===== src/design/cbs_pkg.sv =====
`timescale 1ns / 1ps

package cbs_pkg;

  localparam int NUM_POINTS  = 256;
  localparam int FRAC_BITS   = 16;
  localparam int COORD_BITS  = 32;
  localparam int POS_BITS    = 24;
  localparam int IDX_BITS    = 8;
  localparam int K_BITS      = POS_BITS - FRAC_BITS;
  localparam int W_BITS      = 19;
  localparam int BANKS       = 4;
  localparam int BANK_DEPTH  = NUM_POINTS / BANKS;
  localparam int BANK_AW     = $clog2(BANK_DEPTH);
  localparam int POINT_BITS  = 3 * COORD_BITS;
  localparam int CQ_DEPTH    = 4;
  localparam int OQ_DEPTH    = 16;
  localparam int MIN_SEG     = 3;
  localparam int RECIP3      = 349526;
  localparam int RECIP_SHIFT = 20;

  localparam logic OP_STORE = 1'b0;
  localparam logic OP_EVAL  = 1'b1;

  typedef enum logic [1:0] {
    ORD_VALUE  = 2'd0,
    ORD_FIRST  = 2'd1,
    ORD_SECOND = 2'd2,
    ORD_NONE   = 2'd3
  } order_t;

  typedef struct packed {
    logic                         is_write;
    logic [IDX_BITS-1:0]          point_index;
    logic signed [COORD_BITS-1:0] x;
    logic signed [COORD_BITS-1:0] y;
    logic signed [COORD_BITS-1:0] z;
    logic [K_BITS-1:0]            k;
    logic [FRAC_BITS-1:0]         u;
    order_t                       order;
    logic                         idx_err;
  } cmd_t;

  typedef struct packed {
    logic signed [COORD_BITS-1:0] x;
    logic signed [COORD_BITS-1:0] y;
    logic signed [COORD_BITS-1:0] z;
    logic                         idx_err;
  } result_t;

endpackage


===== src/design/cbs_front.sv =====
`timescale 1ns / 1ps

module cbs_front (
  input  logic                                   clk,
  input  logic                                   rst,
  input  logic                                   push,
  output logic                                   full,
  input  logic                                   op,
  input  logic [cbs_pkg::IDX_BITS-1:0]           point_index,
  input  logic signed [cbs_pkg::COORD_BITS-1:0]  point_x,
  input  logic signed [cbs_pkg::COORD_BITS-1:0]  point_y,
  input  logic signed [cbs_pkg::COORD_BITS-1:0]  point_z,
  input  logic [cbs_pkg::POS_BITS-1:0]           position,
  input  logic [1:0]                             derivative_order,
  output logic                                   cmd_valid,
  output cbs_pkg::cmd_t                          cmd,
  input  logic                                   take
);

  localparam int CQ_AW = $clog2(cbs_pkg::CQ_DEPTH);
  localparam int CQ_CW = CQ_AW + 1;

  cbs_pkg::cmd_t    q [cbs_pkg::CQ_DEPTH];
  cbs_pkg::cmd_t    entry;
  logic [CQ_AW-1:0] wptr;
  logic [CQ_AW-1:0] rptr;
  logic [CQ_CW-1:0] cnt;
  logic             accept;

  assign full      = (cnt == CQ_CW'(cbs_pkg::CQ_DEPTH));
  assign accept    = push && !full;
  assign cmd_valid = (cnt != '0);
  assign cmd       = q[rptr];

  always_comb begin
    entry.is_write    = (op == cbs_pkg::OP_STORE);
    entry.point_index = point_index;
    entry.x           = point_x;
    entry.y           = point_y;
    entry.z           = point_z;
    entry.k           = position[cbs_pkg::POS_BITS-1:cbs_pkg::FRAC_BITS];
    entry.u           = position[cbs_pkg::FRAC_BITS-1:0];
    entry.order       = cbs_pkg::order_t'(derivative_order);
    entry.idx_err     = (position[cbs_pkg::POS_BITS-1:cbs_pkg::FRAC_BITS] <
                         cbs_pkg::K_BITS'(cbs_pkg::MIN_SEG));
  end

  always_ff @(posedge clk) begin
    if (rst) begin
      wptr <= '0;
      rptr <= '0;
      cnt  <= '0;
    end else begin
      if (accept) begin
        wptr <= wptr + 1'b1;
      end
      if (take) begin
        rptr <= rptr + 1'b1;
      end
      cnt <= cnt + CQ_CW'(accept) - CQ_CW'(take);
    end
  end

  always_ff @(posedge clk) begin
    if (accept) begin
      q[wptr] <= entry;
    end
  end

endmodule


===== config.mk =====
export PLATFORM = sky130hd
export DESIGN_NAME = cbs_front
export DESIGN_NICKNAME = d
export VERILOG_FILES = /design/src/design/cbs_pkg.sv /design/src/design/cbs_front.sv
export SDC_FILE = /design/constraint.sdc
export NUM_CORES = 1
export LEC_CHECK = 0
export ABC_CLOCK_PERIOD_IN_PS = 14650
export BUFFER_PORTS_ARGS = -buffer_cell sky130_fd_sc_hd__buf_2
export CAP_MARGIN = 10
export CELL_PAD_IN_SITES_DETAIL_PLACEMENT = 1
export CELL_PAD_IN_SITES_GLOBAL_PLACEMENT = 2
export CORE_MARGIN = 2
export CORE_UTILIZATION = 49
export DETAILED_ROUTE_END_ITERATION = 8
export PLACE_DENSITY_LB_ADDON = 0.1
export SLEW_MARGIN = 30
export SYNTH_ARGS = -nofsm -noshare
export SYNTH_HDL_FRONTEND = slang
export SYNTH_SLANG_ARGS = --single-unit
export TNS_END_PERCENT = 10

===== constraint.sdc =====
create_clock -name clk -period 14.65 [get_ports clk]
set_clock_uncertainty 0.1 [all_clocks]
set_input_delay 2.1975 -clock clk [delete_from_list [all_inputs] [get_ports clk]]
set_output_delay 2.1975 -clock clk [all_outputs]
set_load 0.05 [all_outputs]

==> results.sh <==
export IMPL_place_congestion=0.705
export IMPL_hp_class="reg2reg"
export IMPL_ys_warn_count=0
export IMPL_place_ws_ns=9.64
export IMPL_ioPinCount=269
export IMPL_numPortBuffers=268
export IMPL_avgSynthCellArea_sq_um=26.4
export IMPL_p_int_mw=2.76
export IMPL_critPathArrivalTime_ns=2.74
export IMPL_cts_resized=0
export IMPL_rr_endpoint="q[0][103]$_DFFE_PP_"
export IMPL_fin_crit_sh=0.344
export IMPL_max_cap_violations=0
export IMPL_regToRegSetupSlack_ns=11.81
export IMPL_p_sw_frac=0.287
export IMPL_row_count=73
export IMPL_finalHoldViolCount=0
export IMPL_clk_path_buf_depth=3
export IMPL_pwr_share_seq=0.485
export IMPL_ant_nets=0
export IMPL_fmax_mhz=199
export IMPL_syn_to_final_growth_pct=18.7
export IMPL_gr_total_overflow=0
export IMPL_register_area_sq_um=16000
export IMPL_cts_sinks=537
export IMPL_fillers=3340
export IMPL_cts_buffers=55
export IMPL_multi_input_area_sq_um=3250
export IMPL_crit_path_end="cmd[95]"
export IMPL_cts_root_buffer="clkbuf_16"
export IMPL_max_stage_delay_ns=0.59
export IMPL_ys_ff_latch=537
export IMPL_crit_slowest_cell="mux4_2"
export IMPL_grt_pass1_vias=9537
export IMPL_grt_max_degree=66
export IMPL_viasPerCell=5.42
export IMPL_fin_crit_ns=5.03
export IMPL_nets=1191
export IMPL_timing_rr_start="cnt[1]$_SDFF_PP0_"
export IMPL_outcome="finished, final reports clean"
export IMPL_die_height_um=204
export IMPL_total_power_mw=3.87
export IMPL_hpwl_um=23500
export IMPL_grt_usage=0.195
export IMPL_combPwrFrac=0.183
export IMPL_p_clk_frac=0.332
export IMPL_grt_antenna_before_repair=9
export IMPL_cp_start_kind="register"
export IMPL_syn_area_sq_um=19500
export IMPL_htree_levels=2
export IMPL_drt_total_wl_um=39200
export IMPL_drt_iter0_markers=542
export IMPL_start_util=0.493
export IMPL_path_max_fanout=30
export IMPL_switching_power_mw=1.11
export IMPL_wl_per_cell_um=24.2
export IMPL_path_clk_slew_ns=0.06
export IMPL_reg2reg_depth=4
export IMPL_vias=8781
export IMPL_p_per_area_nw_per_um2=167
export IMPL_clk_latency_ns=0.59
export IMPL_leakage_nw=7.75
export IMPL_post_route_drc_count=0
export IMPL_critPathKind="reg2out"
export IMPL_synth_seq_area_share=0.822
export IMPL_slew_headroom=0.364
export IMPL_rsz0062_at_grt="false"
export IMPL_tns_ns=0
export IMPL_dieArea_sq_um=41400
export IMPL_end_kind="output port"
export IMPL_cp_data_required_time_ns=12.35
export IMPL_crit_chain="buf_4, buf_16, mux4_2, buf_2"
export IMPL_dieWidth_um=204
export IMPL_synthCells=740
export IMPL_timing_final_ws_setup_ns=9.62
export IMPL_grt_pass1_wl_um=59300
export IMPL_postCtsHoldBufs=0
export IMPL_drive_above_1_share=0.459
export IMPL_setup_viol=0
export IMPL_drv_slew=0
export IMPL_syn_num_nets=882
export IMPL_peakVddDrop_uv=131
export IMPL_max_slew_worst_pin_slew_ns=0.954
export IMPL_coreArea_sq_um=39500
export IMPL_post_cts_setup_buffers=0
export IMPL_firstDrtPassIters=6
export IMPL_yosysUniqueCellTypes=23
export IMPL_cts_tree="built"
## synth_stat cells
cell	count	area (sq um)
o21ai_0	1	5.00
nor2_1	6	22.5
nor3b_1	1	7.51
edfxtp_1	528	15900
nand2_1	1	3.75
xor2_1	2	17.5
inv_1	7	26.3
fa_1	1	20.0
buf_6	10	113
ha_1	6	75.1
or3_1	2	12.5
nand2b_1	2	12.5
and2_1	4	25.0
mux4_2	132	2970
nor2b_1	1	6.26
buf_2	15	75.1
xnor2_1	2	17.5
a21oi_1	1	5.00
dfxtp_1	9	180
a2111oi_2	1	15.0
or4_1	1	7.51
mux2i_1	1	10.0
clkbuf_1	6	22.5
## through the flow
stage	instances	util	area [sq um]	hold slack (ns)
floorplan	740	-	19500	0.382
global placement	1514	0.541	21400	0.409
detailed placement	1515	0.542	21400	0.421
CTS	1614	0.584	23100	0.437
global route	1620	0.585	23100	0.491
finish	1621	0.585	23100	0.432
## cells by family after synthesis
kind of cell,synth area share
adders and majority gates,0.00487
AOI/OAI and AO/OA,0.00128
muxes,0.153
DFF,0.822
xor gates and xnor gates,0.00180
buffers and inverters,0.0121
and+or+nand+nor,0.00500
## flip-flops by register name, summed over array words and instances, names as in the netlist, named ones only
signal,count
cnt,3
q,528
rptr,2
wptr,2
## worst max-delay path, delay by kind of cell, from the launching register on
kind | cells | cell delay, ns
buffers and inverters | 3 | 0.98
DFF | 1 | 0.56
muxes | 1 | 0.59
## how the worst min path moves through the flow
| stage | start | slack [ns] | cells after the start | to |
|---|---|---|---|---|
| 2_1_floorplan | wptr[1]$_SDFFE_PP0P_ | 0.38 | 2 | wptr[1]$_SDFFE_PP0P_ |
| 5_1_grt | wptr[1]$_SDFFE_PP0P_ | 0.49 | 2 | wptr[1]$_SDFFE_PP0P_ |
| 3_3_place_gp | wptr[1]$_SDFFE_PP0P_ | 0.41 | 2 | wptr[1]$_SDFFE_PP0P_ |
| 6_report | wptr[1]$_SDFFE_PP0P_ | 0.43 | 2 | wptr[1]$_SDFFE_PP0P_ |
| 3_5_place_dp | wptr[1]$_SDFFE_PP0P_ | 0.42 | 2 | wptr[1]$_SDFFE_PP0P_ |
| 4_1_cts | wptr[1]$_SDFFE_PP0P_ | 0.44 | 2 | wptr[1]$_SDFFE_PP0P_ |
## placed cells by master (no fill, tap or decap), types with 2 or more instances in the layout
master | synthesis | routed
edfxtp_1 | 528 | 528
buf_2 | 15 | 268
mux4_2 | 132 | 132
clkbuf_16 | 0 | 55
clkinv_2 | 0 | 14
clkinv_1 | 0 | 13
buf_4 | 0 | 9
inv_1 | 7 | 7
clkbuf_1 | 6 | 7
dfxtp_1 | 9 | 7
nor2_1 | 6 | 6
ha_1 | 6 | 6
diode_2 | 0 | 5
inv_6 | 0 | 5
and2_4 | 0 | 4
clkinvlp_4 | 0 | 3
buf_6 | 10 | 3
or3_1 | 2 | 2
xnor2_1 | 2 | 2
xor2_1 | 2 | 2
nand2b_1 | 2 | 2
dfxtp_4 | 0 | 2
bufinv_16 | 0 | 2
buf_16 | 0 | 2
## power groups by stage
stage / combinational, mW / sequential, mW / clock [mW]
floorplan: 0.530 / 1.91 / 0
global placement: 0.706 / 1.91 / 0
detailed placement: 0.711 / 1.91 / 0
CTS: 0.712 / 1.88 / 1.32
global route: 0.745 / 1.89 / 1.37
finish: 0.706 / 1.88 / 1.28
## layer usage
layer | wire [um] | track usage | part of all wire
met3 | 2390 | 0.0492 | 0.061
met2 | 19000 | 0.303 | 0.49
met4 | 1030 | 0.0769 | 0.026
met5 | 56 | 0 | 0.0014
met1 | 16600 | 0.268 | 0.42
## final cells by class
type | count | area share
sequential | 537 | 0.693
multi-input combinational | 165 | 0.140
timing repair buffer | 283 | 0.0656
clock buffer | 62 | 0.0606
tap | 525 | 0.0284
clock inverter | 37 | 0.0106
inverter | 7 | 0.00114
antenna | 5 | 0.000540
No activity file was read; power rests on OpenSTA's default activity.
